===== src/rtl/core/bgfs_pkg.sv =====
// Shared types and constants for the battery gauge fallback/slew block.
// No dependencies; every other file in rtl/core imports this package.
`timescale 1ns / 1ps

package bgfs_pkg;

   // Configuration register indexes
   localparam int CSR_INDEX_W = 1;
   localparam logic [CSR_INDEX_W-1:0] CSR_INPUT_LIMIT  = 1'b0;
   localparam logic [CSR_INDEX_W-1:0] CSR_CHARGE_LIMIT = 1'b1;

   localparam logic [7:0] INPUT_LIMIT_RESET  = 8'h03;
   localparam logic [7:0] CHARGE_LIMIT_RESET = 8'h0A;

   localparam logic [6:0]  PCT_MAX     = 7'd100;
   localparam int          CHG_BIT     = 5;
   localparam int          MV_W        = 14;
   localparam logic [13:0] MV_FULL     = 14'd4150;
   localparam logic [13:0] MV_EMPTY    = 14'd3300;
   // (mv - 3300) * 10 / 85 == (mv - 3300) * 2 / 17; 1/17 taken as 3856 / 2^16,
   // exact for every numerator below 4096 (ours tops out at 1700)
   localparam int          SPAN_W      = 10;
   localparam int          NUM_W       = SPAN_W + 1;
   localparam int          RECIP_W     = 12;
   localparam logic [11:0] RECIP_17    = 12'd3856;
   localparam int          RECIP_SHIFT = 16;
   localparam int          PROD_W      = NUM_W + RECIP_W;

   typedef struct packed {
      logic [7:0] input_limit_read;
      logic       input_limit_ok;
      logic [7:0] charge_limit_read;
      logic       charge_limit_ok;
      logic [7:0] gauge_byte;
      logic       gauge_ok;
      logic [7:0] status_byte;
      logic       status_ok;
      logic [7:0] volt_high;
      logic [7:0] volt_low;
      logic       volt_ok;
   } req_type;

   typedef struct packed {
      logic       rewrite_input_limit;
      logic       rewrite_charge_limit;
      logic       show;
      logic [6:0] battery_percent;
      logic       charging;
   } rsp_type;

   typedef struct packed {
      logic [7:0] input_limit_code;
      logic [7:0] charge_limit_code;
   } csr_type;

   typedef struct packed {
      logic       primed;
      logic [6:0] level;
   } level_state_type;

endpackage


===== src/rtl/core/bgfs_csr.sv =====
// Configuration registers: expected input-limit and charge-limit codes.
// Depends on bgfs_pkg.
`timescale 1ns / 1ps

module bgfs_csr (
   input  logic                              clock,
   input  logic                              reset,
   input  logic                              csr_write,
   input  logic [bgfs_pkg::CSR_INDEX_W-1:0]  csr_index,
   input  logic [7:0]                        csr_wdata,
   output bgfs_pkg::csr_type                 cfg
);
   import bgfs_pkg::*;

   csr_type cfg_ff, cfg_in;

   always_comb begin
      cfg_in = cfg_ff;
      if (csr_write) begin
         unique case (csr_index)
            CSR_INPUT_LIMIT:  cfg_in.input_limit_code  = csr_wdata;
            CSR_CHARGE_LIMIT: cfg_in.charge_limit_code = csr_wdata;
            default:          cfg_in = cfg_ff;
         endcase
      end
   end

   always_ff @(posedge clock) begin
      if (reset) begin
         cfg_ff.input_limit_code  <= INPUT_LIMIT_RESET;
         cfg_ff.charge_limit_code <= CHARGE_LIMIT_RESET;
      end else begin
         cfg_ff <= cfg_in;
      end
   end

   assign cfg = cfg_ff;

endmodule


===== src/rtl/core/bgfs_calc.sv =====
// Per-tick evaluation: rewrite requests, voltage fallback and slew-limited level.
// Holds the smoothed level state. Depends on bgfs_pkg.
`timescale 1ns / 1ps

module bgfs_calc (
   input  logic                      clock,
   input  logic                      reset,
   input  logic                      advance,
   input  bgfs_pkg::req_type         req,
   input  bgfs_pkg::csr_type         cfg,
   output bgfs_pkg::rsp_type         rsp,
   output bgfs_pkg::level_state_type stat
);
   import bgfs_pkg::*;

   level_state_type lvl_ff, lvl_in;

   logic [6:0]         gauge_pct;
   logic               use_fallback;
   logic [MV_W-1:0]    mv;
   logic [MV_W-1:0]    mv_span;
   logic [NUM_W-1:0]   num;
   logic [PROD_W-1:0]  prod;
   logic [6:0]         target;
   logic [6:0]         next_level;
   logic [6:0]         pct_sel;
   logic               show;

   always_comb begin
      gauge_pct    = req.gauge_byte[6:0];
      use_fallback = req.gauge_ok && req.volt_ok
                     && ((gauge_pct == 7'd0) || (gauge_pct > PCT_MAX));

      mv      = {req.volt_high[5:0], req.volt_low};
      mv_span = mv - MV_EMPTY;
      num     = {mv_span[SPAN_W-1:0], 1'b0};
      prod    = PROD_W'(num) * PROD_W'(RECIP_17);

      if (mv > MV_FULL)       target = PCT_MAX;
      else if (mv < MV_EMPTY) target = 7'd0;
      else                    target = prod[RECIP_SHIFT +: 7];

      // at most one step per tick once primed
      if (!lvl_ff.primed)           next_level = target;
      else if (target > lvl_ff.level) next_level = lvl_ff.level + 7'd1;
      else if (target < lvl_ff.level) next_level = lvl_ff.level - 7'd1;
      else                          next_level = lvl_ff.level;

      pct_sel = use_fallback ? next_level : gauge_pct;
      show    = req.gauge_ok && (pct_sel <= PCT_MAX);

      rsp.rewrite_input_limit  = req.input_limit_ok
                                 && (req.input_limit_read != cfg.input_limit_code);
      rsp.rewrite_charge_limit = req.charge_limit_ok
                                 && (req.charge_limit_read != cfg.charge_limit_code);
      rsp.show                 = show;
      rsp.battery_percent      = show ? pct_sel : 7'd0;
      rsp.charging             = req.status_ok && req.status_byte[CHG_BIT];

      lvl_in = lvl_ff;
      if (advance && use_fallback) begin
         lvl_in.primed = 1'b1;
         lvl_in.level  = next_level;
      end
   end

   always_ff @(posedge clock) begin
      if (reset) begin
         lvl_ff <= '0;
      end else begin
         lvl_ff <= lvl_in;
      end
   end

   assign stat = lvl_ff;

endmodule


===== src/rtl/core/battery_gauge_fallback_slew.sv =====
// Battery gauge fallback/slew block, top level.
// Usage:
//   req_* carries one poll tick of register readings and read-success flags.
//   rsp_* returns one result beat per request beat: limit-rewrite requests,
//   show flag, percent to display and the charging bit.
//   csr_* writes the expected limit codes (index 0 input limit, 1 charge
//   limit); write only while no beat is in flight.
// Path: a request beat taken by the block loads into the input register, then
//   moves into the result register and is presented on rsp_*; rsp_stall can
//   keep it waiting in the input register.
// Throughput: one beat per cycle while rsp_stall is low; the evaluation is one
//   pass of short logic (one 11x12 constant multiply) between both registers.
// Stalls: while rsp_stall holds the result register, the input register still
//   takes a beat if it is empty; once both are full req_stall is raised.
// Reset: both registers empty, codes back to 3 and 10, smoothed level 0 and
//   not primed.
// Depends on bgfs_pkg, bgfs_csr and bgfs_calc.
`timescale 1ns / 1ps

module battery_gauge_fallback_slew (
   input  logic                             clock,
   input  logic                             reset,
   // request channel
   input  logic                             req_valid,
   output logic                             req_stall,
   input  logic [7:0]                       req_input_limit_read,
   input  logic                             req_input_limit_ok,
   input  logic [7:0]                       req_charge_limit_read,
   input  logic                             req_charge_limit_ok,
   input  logic [7:0]                       req_gauge_byte,
   input  logic                             req_gauge_ok,
   input  logic [7:0]                       req_status_byte,
   input  logic                             req_status_ok,
   input  logic [7:0]                       req_volt_high,
   input  logic [7:0]                       req_volt_low,
   input  logic                             req_volt_ok,
   // response channel
   output logic                             rsp_valid,
   input  logic                             rsp_stall,
   output logic                             rsp_rewrite_input_limit,
   output logic                             rsp_rewrite_charge_limit,
   output logic                             rsp_show,
   output logic [6:0]                       rsp_battery_percent,
   output logic                             rsp_charging,
   // configuration
   input  logic                             csr_write,
   input  logic [bgfs_pkg::CSR_INDEX_W-1:0] csr_index,
   input  logic [7:0]                       csr_wdata
);
   import bgfs_pkg::*;

   logic            in_valid_ff, in_valid_in;
   req_type         in_data_ff;
   logic            out_valid_ff, out_valid_in;
   rsp_type         out_data_ff;
   logic            out_load;
   logic            in_load;
   csr_type         cfg;
   rsp_type         calc_rsp;
   level_state_type lvl_stat;

   assign out_load  = in_valid_ff && (!out_valid_ff || !rsp_stall);
   assign req_stall = in_valid_ff && !out_load;
   assign in_load   = req_valid && !req_stall;

   always_comb begin
      in_valid_in  = in_load || (in_valid_ff && !out_load);
      out_valid_in = out_load || (out_valid_ff && rsp_stall);
   end

   always_ff @(posedge clock) begin
      if (reset) begin
         in_valid_ff  <= 1'b0;
         out_valid_ff <= 1'b0;
      end else begin
         in_valid_ff  <= in_valid_in;
         out_valid_ff <= out_valid_in;
      end
   end

   always_ff @(posedge clock) begin
      if (in_load) begin
         in_data_ff.input_limit_read  <= req_input_limit_read;
         in_data_ff.input_limit_ok    <= req_input_limit_ok;
         in_data_ff.charge_limit_read <= req_charge_limit_read;
         in_data_ff.charge_limit_ok   <= req_charge_limit_ok;
         in_data_ff.gauge_byte        <= req_gauge_byte;
         in_data_ff.gauge_ok          <= req_gauge_ok;
         in_data_ff.status_byte       <= req_status_byte;
         in_data_ff.status_ok         <= req_status_ok;
         in_data_ff.volt_high         <= req_volt_high;
         in_data_ff.volt_low          <= req_volt_low;
         in_data_ff.volt_ok           <= req_volt_ok;
      end
      if (out_load) begin
         out_data_ff <= calc_rsp;
      end
   end

   bgfs_csr u_csr (
      .clock     (clock),
      .reset     (reset),
      .csr_write (csr_write),
      .csr_index (csr_index),
      .csr_wdata (csr_wdata),
      .cfg       (cfg)
   );

   // state steps only when the beat moves into the result register
   bgfs_calc u_calc (
      .clock   (clock),
      .reset   (reset),
      .advance (out_load),
      .req     (in_data_ff),
      .cfg     (cfg),
      .rsp     (calc_rsp),
      .stat    (lvl_stat)
   );

   assign rsp_valid                = out_valid_ff;
   assign rsp_rewrite_input_limit  = out_data_ff.rewrite_input_limit;
   assign rsp_rewrite_charge_limit = out_data_ff.rewrite_charge_limit;
   assign rsp_show                 = out_data_ff.show;
   assign rsp_battery_percent      = out_data_ff.battery_percent;
   assign rsp_charging             = out_data_ff.charging;

   // ---------------------------------------------------------------- checks
   a_pct_range: assert property (@(posedge clock) disable iff (reset)
      rsp_valid |-> (rsp_battery_percent <= PCT_MAX))
      else $error("displayed percent above full scale");

   a_hidden_zero: assert property (@(posedge clock) disable iff (reset)
      (rsp_valid && !rsp_show) |-> (rsp_battery_percent == 7'd0))
      else $error("percent not zero while hidden");

   a_level_range: assert property (@(posedge clock) disable iff (reset)
      lvl_stat.level <= PCT_MAX)
      else $error("smoothed level out of range");

   a_slew_step: assert property (@(posedge clock) disable iff (reset)
      $past(lvl_stat.primed) && lvl_stat.primed |->
         (lvl_stat.level == $past(lvl_stat.level))
         || (lvl_stat.level == $past(lvl_stat.level) + 7'd1)
         || (lvl_stat.level == $past(lvl_stat.level) - 7'd1))
      else $error("smoothed level moved more than one step");

   a_full_stall: assert property (@(posedge clock) disable iff (reset)
      (in_valid_ff && rsp_valid && rsp_stall) |-> req_stall)
      else $error("request taken with both registers held");

endmodule

===== config.mk =====
export PLATFORM = sky130hd
export DESIGN_NAME = battery_gauge_fallback_slew
export DESIGN_NICKNAME = d
export VERILOG_FILES = /design/src/rtl/core/bgfs_pkg.sv /design/src/rtl/core/bgfs_csr.sv /design/src/rtl/core/bgfs_calc.sv /design/src/rtl/core/battery_gauge_fallback_slew.sv
export SDC_FILE = /design/constraint.sdc
export NUM_CORES = 1
export LEC_CHECK = 0
export BUFFER_PORTS_ARGS = -buffer_cell sky130_fd_sc_hd__buf_2
export CAP_MARGIN = 0
export CELL_PAD_IN_SITES_DETAIL_PLACEMENT = 0
export CELL_PAD_IN_SITES_GLOBAL_PLACEMENT = 1
export CORE_MARGIN = 2
export CORE_UTILIZATION = 35
export CTS_CLUSTER_DIAMETER = 60
export DETAILED_ROUTE_END_ITERATION = 7
export PLACE_DENSITY = 0.64
export SYNTH_ARGS = -nofsm -noshare
export SYNTH_HDL_FRONTEND = slang
export SYNTH_HIERARCHICAL = 1
export SYNTH_SLANG_ARGS = --single-unit

===== constraint.sdc =====
create_clock -name clock -period 8.13 [get_ports clock]
set_input_delay 2.439 -clock clock [delete_from_list [all_inputs] [get_ports clock]]
set_output_delay 2.439 -clock clock [all_outputs]
set_load 0.01 [all_outputs]

======== Word-level counts from Yosys, hierarchy flattened ========
Index checks and enable logic that the tools add are counted.
operators by class
  muxes and demuxes ....................... 6
  reduce and logical (&&, ||, !) cells .... 22
  multipliers ............................. 1
  shifts and indexed selects .............. 0
  order comparisons ....................... 6
  bitwise gates (word level) .............. 1
  div/mod/pow operators ................... 0
  equal/unequal tests ..................... 2
  $add $sub $neg .......................... 3
operators by type and width
  kind                                                                    number
  7-bit two-way mux                                                       6
  10-bit by 8-bit multiplier with 18-bit output, second input constant    1
  8-bit inequality test                                                   2
  14-bit by 13-bit > comparator with 1-bit output, second input constant  1
  14-bit by 12-bit < comparator with 1-bit output, second input constant  1
  1-bit logical AND                                                       11
  10-bit by 8-bit subtractor with 10-bit output, second input constant    1
  7-bit by 1-bit adder with 7-bit output, second input constant           1
  7-bit > comparator                                                      1
  7-bit > comparator, second input constant                               1
  7-bit <= comparator, second input constant                              1
  7-bit zero test                                                         1
  7-bit < comparator                                                      1
  7-bit by 1-bit subtractor with 7-bit output, second input constant      1
  1-bit zero test                                                         4
  1-bit logical OR                                                        4
  2-bit AND reduction                                                     2
  1-bit inverter                                                          1
storage, ports and cells
  bits in latches ......................... 0
  bits in read-only memories .............. 0
  word-level logic and storage cells ...... 63
  register bits after elaboration ......... 85
  input port bits ......................... 67
  memories ................................ 0
  output and inout port bits .............. 13
  RAM bits ................................ 0

======== Longest topological paths before layout ========
  word-level depth ........................ 11
  gate-level depth with buffers ........... 32
  mapped depth without buffers ............ 30

======== Modules after synthesis ========
Netlist, hierarchy kept.
by module, submodules not included
  module                       cells each  instances  area each (um2)
  bgfs_calc                    409         1          3071.7
  battery_gauge_fallback_slew  74          1          2008.2
  bgfs_csr                     66          1          681.9

======== Worst setup path before layout ========
No wires, ideal clock.
  kind .................................... flip-flop to flip-flop
  from .................................... register in_data_ff[3] (netlist bit)
  to ...................................... register out_data_ff, in the netlist rsp_show, data pin
  required time ........................... 7.879 ns
  arrival time ............................ 6.565 ns
  cell stages (with the launch flop) ...... 33
  slack ................................... 1.314 ns
  path buffers ............................ 2
  path through ............................ edfxtp_1 -> inv_1 -> ha_1 -> nor2b_1 -> nor2b_1 -> xnor2_1 -> xor2_1 -> ha_1 -> inv_1 -> fa_1 -> inv_1 -> ha_1 -> ha_1 -> ha_1 -> clkbuf_1 -> and4_1 -> nor2b_1 -> o21ai_0 -> o31ai_1 -> nor3b_1 -> a21boi_0 -> inv_1 -> ha_1 -> and4_1 -> o21ai_1 -> nand2_1 -> mux2i_1 -> xnor2_1 -> o311a_1 -> o21ai_1 -> o31a_4 -> inv_2 -> buf_4
between the ends
  cells in the longest elaborated chain, start to end .. 11
  elaborated cells on any way between the ends .. 14
RTL lines
  element                                        line                               text
  from (decl)                                    battery_gauge_fallback_slew.sv:53  req_type in_data_ff;
  10-bit by 8-bit subtractor with 10-bit output  bgfs_calc.sv:35                    mv_span = mv - MV_EMPTY;
  10-bit by 8-bit multiplier with 18-bit output  bgfs_calc.sv:37                    prod = PROD_W'(num) * PROD_W'(RECIP_17);
  7-bit two-way mux                              bgfs_calc.sv:40                    else if (mv < MV_EMPTY) target = 7'd0;
  7-bit two-way mux *                            bgfs_calc.sv:39                    if (mv > MV_FULL) target = PCT_MAX;
  7-bit < comparator                             bgfs_calc.sv:46                    else if (target < lvl_ff.level) next_level = lvl_ff.level - 7'd1;
  7-bit two-way mux                              bgfs_calc.sv:46
  7-bit two-way mux                              bgfs_calc.sv:45                    else if (target > lvl_ff.level) next_level = lvl_ff.level + 7'd1;
  7-bit two-way mux *                            bgfs_calc.sv:44                    if (!lvl_ff.primed) next_level = target;
  7-bit two-way mux *                            bgfs_calc.sv:49                    pct_sel = use_fallback ? next_level : gauge_pct;
  7-bit <= comparator *                          bgfs_calc.sv:50                    show = req.gauge_ok && (pct_sel <= PCT_MAX);
  1-bit logical AND *                            bgfs_calc.sv:50
  net u_calc.show                                bgfs_calc.sv:27                    logic show;
  to (signal assigned)                           battery_gauge_fallback_slew.sv:96  out_data_ff <= calc_rsp;
  to (decl)                                      battery_gauge_fallback_slew.sv:55  rsp_type out_data_ff;
The timed path passes the listed nets; every way through them passes the cells marked *.
A chain may end at the register's enable or synchronous reset.

======== Worst setup path in the final report ========
  from .................................... register in_data_ff[3] (netlist bit)
  to ...................................... register out_data_ff, in the netlist rsp_battery_percent[6], data pin
between the ends
  cells in the longest elaborated chain, start to end .. 11
  elaborated cells on any way between the ends .. 14
RTL lines
  element                                        line
  10-bit by 8-bit subtractor with 10-bit output  bgfs_calc.sv:35
  10-bit by 8-bit multiplier with 18-bit output  bgfs_calc.sv:37
  7-bit two-way mux                              bgfs_calc.sv:40
  7-bit two-way mux *                            bgfs_calc.sv:39
  7-bit < comparator                             bgfs_calc.sv:46
  7-bit two-way mux                              bgfs_calc.sv:46
  7-bit two-way mux                              bgfs_calc.sv:45
  7-bit two-way mux *                            bgfs_calc.sv:44
  7-bit two-way mux *                            bgfs_calc.sv:49
  7-bit <= comparator                            bgfs_calc.sv:50
  1-bit logical AND                              bgfs_calc.sv:50
Mark *: on every way between the ends. The rest lies on a longest branch, timed or not.

==> metrics.md <==
| Metric | Value |
|---|---|
| IO Port Bufs | 69 |
| Initial Util | 35.93% |
| Synth Area per Inst | a little over 10 sq um |
| Most Frequent Cell on Critical Path | ha_1 |
| Routed WL | around 12 mm |
| Initial antenna violation count | 2 |
| Pre-CTS setup slack | 0.4634 ns |
| Post-Synthesis Cells | 539 |
| Reg power frac | around 26% |
| DP Area | 6002 sq um |
| Critical path type | register to register |
| GR Overflow Total | 0 |
| Antenna Nets Post-Route | 0 |
| Part of the power in the clock network | between 20% and 30% |
| CP Max Fanout | 7 |
| Fillcell total | ~1500 |
| Routability cong. | approximately 0.82 |
| Iter 0 DRT Violations | around 160 |
| Clock insertion delay at the later pin of the skew report | 0.33 ns |
| Site Rows | between 40 and 50 |
| DR vias/cell | 5.160 |
| Relative slew margins | 19.34% |
| Synthesized area | roughly 5500 sq um |
| First-pass GRT wire length | around 20 mm |
| Post-DP HPWL | ~9.6 mm |
| Leakage Power | 2.668 nW |
| Clk pin slew, worst setup/hold paths | 0.06 ns |
| WP data arrival | between 7 and 8 ns |
| Non-Filler Instances | about 800 |
| Hold/Removal Path Class | register to register |
| Die X | about 130 um |
| Worst setup SP type | register |
| Period Utilization, post-route | roughly 93% |
| Final Hold Violating Endpoints | 0 |
| Residual DRC count | 0 |
| Net Sw Frac | ~40% |
| DR WL/cell | approximately 15 um |
| Hold_buf cts | 0 |
| GR Util All Layers | 15.36% |
| Clock skew | ~0.0059 ns |
| Comb power frac | about 50% |
| Peak Freq | about 130 MHz |
| Setup WS post-layout | about 0.55 ns |
| Delay of the slowest critical-path stage | 0.52 ns |
| Largest net degree at the start of global routing | between 40 and 50 |
| Placeable core area | 15200 sq um |
| Tightest Pin Transition | approximately 1.2 ns |
| Clk buf depth | 2 |
| Yosys Warn Count | 6 |
| Layout area overhead | 16.24% |
| Slew Viols, Final | 0 |
| Sum of negative setup slack | 0 ns |
| Clock sink count | 80 |
| Clock root cell | clkbuf_16 |
| Design Area, Final | ~6300 sq um |
| Placed cells | 787 |
| Max-cap violations | 0 |
| First-pass detailed-route iteration total | 4 |
| Post-CTS Setup Bufs | 0 |
| Number of global-route vias before repair | 4145 |
| Final nets | approximately 740 |
| Worst vdd ir | 0.1256 mV |
| Kind of end point of the critical path | register |
| RSZ-0062 raised after global routing | false |
| WHS | around 0.5 ns |
| Status | completed |
| Total CTS buffers | 9 |
| Die Y | 128.9 um |
| Crit path required time | 8.20 ns |
| Net Count, Synth | about 670 |
| Net Sw Power | just over 0.7 mW |
| P per Cell Area | between 200 and 300 nW/um^2 |
| Slowest CP cell | fa_1 |
| CTS tree | done |
| Power Internal | about 1.1 mW |
| Via count | approximately 4100 |
| Minimum clock period | between 7 and 8 ns |
| Num ports | 80 |
| Share of cells above drive strength 1 | a little under a fifth |
| Die Area | 16620 sq um |
| # H-tree levels | 3 |
| Final setup vio count | 0 |
sequential cells by signal, summed over array words and instances (netlist names):
signal / flops
in_data_ff: 43
in_valid_ff: 1
rsp_battery_percent: 7
rsp_charging: 1
rsp_rewrite_charge_limit: 1
rsp_rewrite_input_limit: 1
rsp_show: 1
rsp_valid: 1
u_calc/stat: 8
u_csr/cfg: 16
repair_timing:
| action | CTS | global route |
|---|---|---|
| endpoints found under the hold margin | 0 | 0 |
| endpoints found under the setup margin | 0 | 8 |
| resized for setup | 0 | 2 |
layout by cell type (no fill, tap or decap), drive strengths merged, types with 19 or more instances in the layout:
cell and count:
o21ai 21, nand2 30, nor2 42, ha 51
dfxtp 26, xnor2 20, inv 46, xor2 22
a21oi 26, nand2b 19, edfxtp 54, buf 73
layout make-up:
| type | instances | area, sq um | share of cell area [%] |
|---|---|---|---|
| diodes | 1 | 2.502 | 0.03942 |
| clock inverters | 4 | 76.32 | 1.202 |
| repair buffers | 73 | 375.4 | 5.912 |
| clock buffers | 12 | 256.5 | 4.040 |
| inverters | 46 | 172.7 | 2.720 |
| multi-input cells | 400 | 3088 | 48.64 |
| flip-flops and latches | 80 | 2142 | 33.74 |
| well taps | 188 | 235.2 | 3.705 |
worst paths after layout:
path                       from                endpoint  slack, ns  cells after the start
setup / recovery  in_data_ff[3]  rsp_battery_percent[6]       0.55                     28
hold / removal     u_csr/cfg[6]            u_csr/cfg[6]       0.49                      2
setup reg to reg  in_data_ff[3]  rsp_battery_percent[6]       0.55                     28
hold reg to reg    u_csr/cfg[6]            u_csr/cfg[6]       0.49                      2
layer usage:
metal | track usage [%] | up-vias | wire [um]
met5 | 0 | - | 0
met4 | 4.348 | 0 | 150
met3 | 3.326 | 12 | 534
met2 | 24.34 | 81 | 5668
met1 | 21.22 | 1968 | 5890
li1 | - | 2088 | -
worst max-delay path, delay by kind of cell, from the launching register on:
kind / cells / cell delay (ns)
fa+ha+maj: 7 / 2.40
compound gates: 9 / 2.29
simple gates: 4 / 0.67
xor+xnor: 3 / 0.57
buf+inv: 4 / 0.50
flops: 1 / 0.47
mux: 1 / 0.42
power by group through the flow:
stage               Combinational [mW]  Sequential [mW]  Clock (mW)
detailed placement               0.906            0.482           0
floorplan                        0.688            0.480           0
global route                      1.05            0.476       0.468
finish                           0.918            0.473       0.440
CTS                              0.918            0.474       0.449
global placement                 0.899            0.482           0
stage by stage:
| stage | util, % | total power [mW] |
|---|---|---|
| floorplan | - | 1.169 |
| global placement | 39.48 | 1.381 |
| detailed placement | 39.48 | 1.389 |
| CTS | 41.67 | 1.841 |
| global route | 41.74 | 1.990 |
| finish | 41.76 | 1.832 |
(Power assumes the default switching activity.)
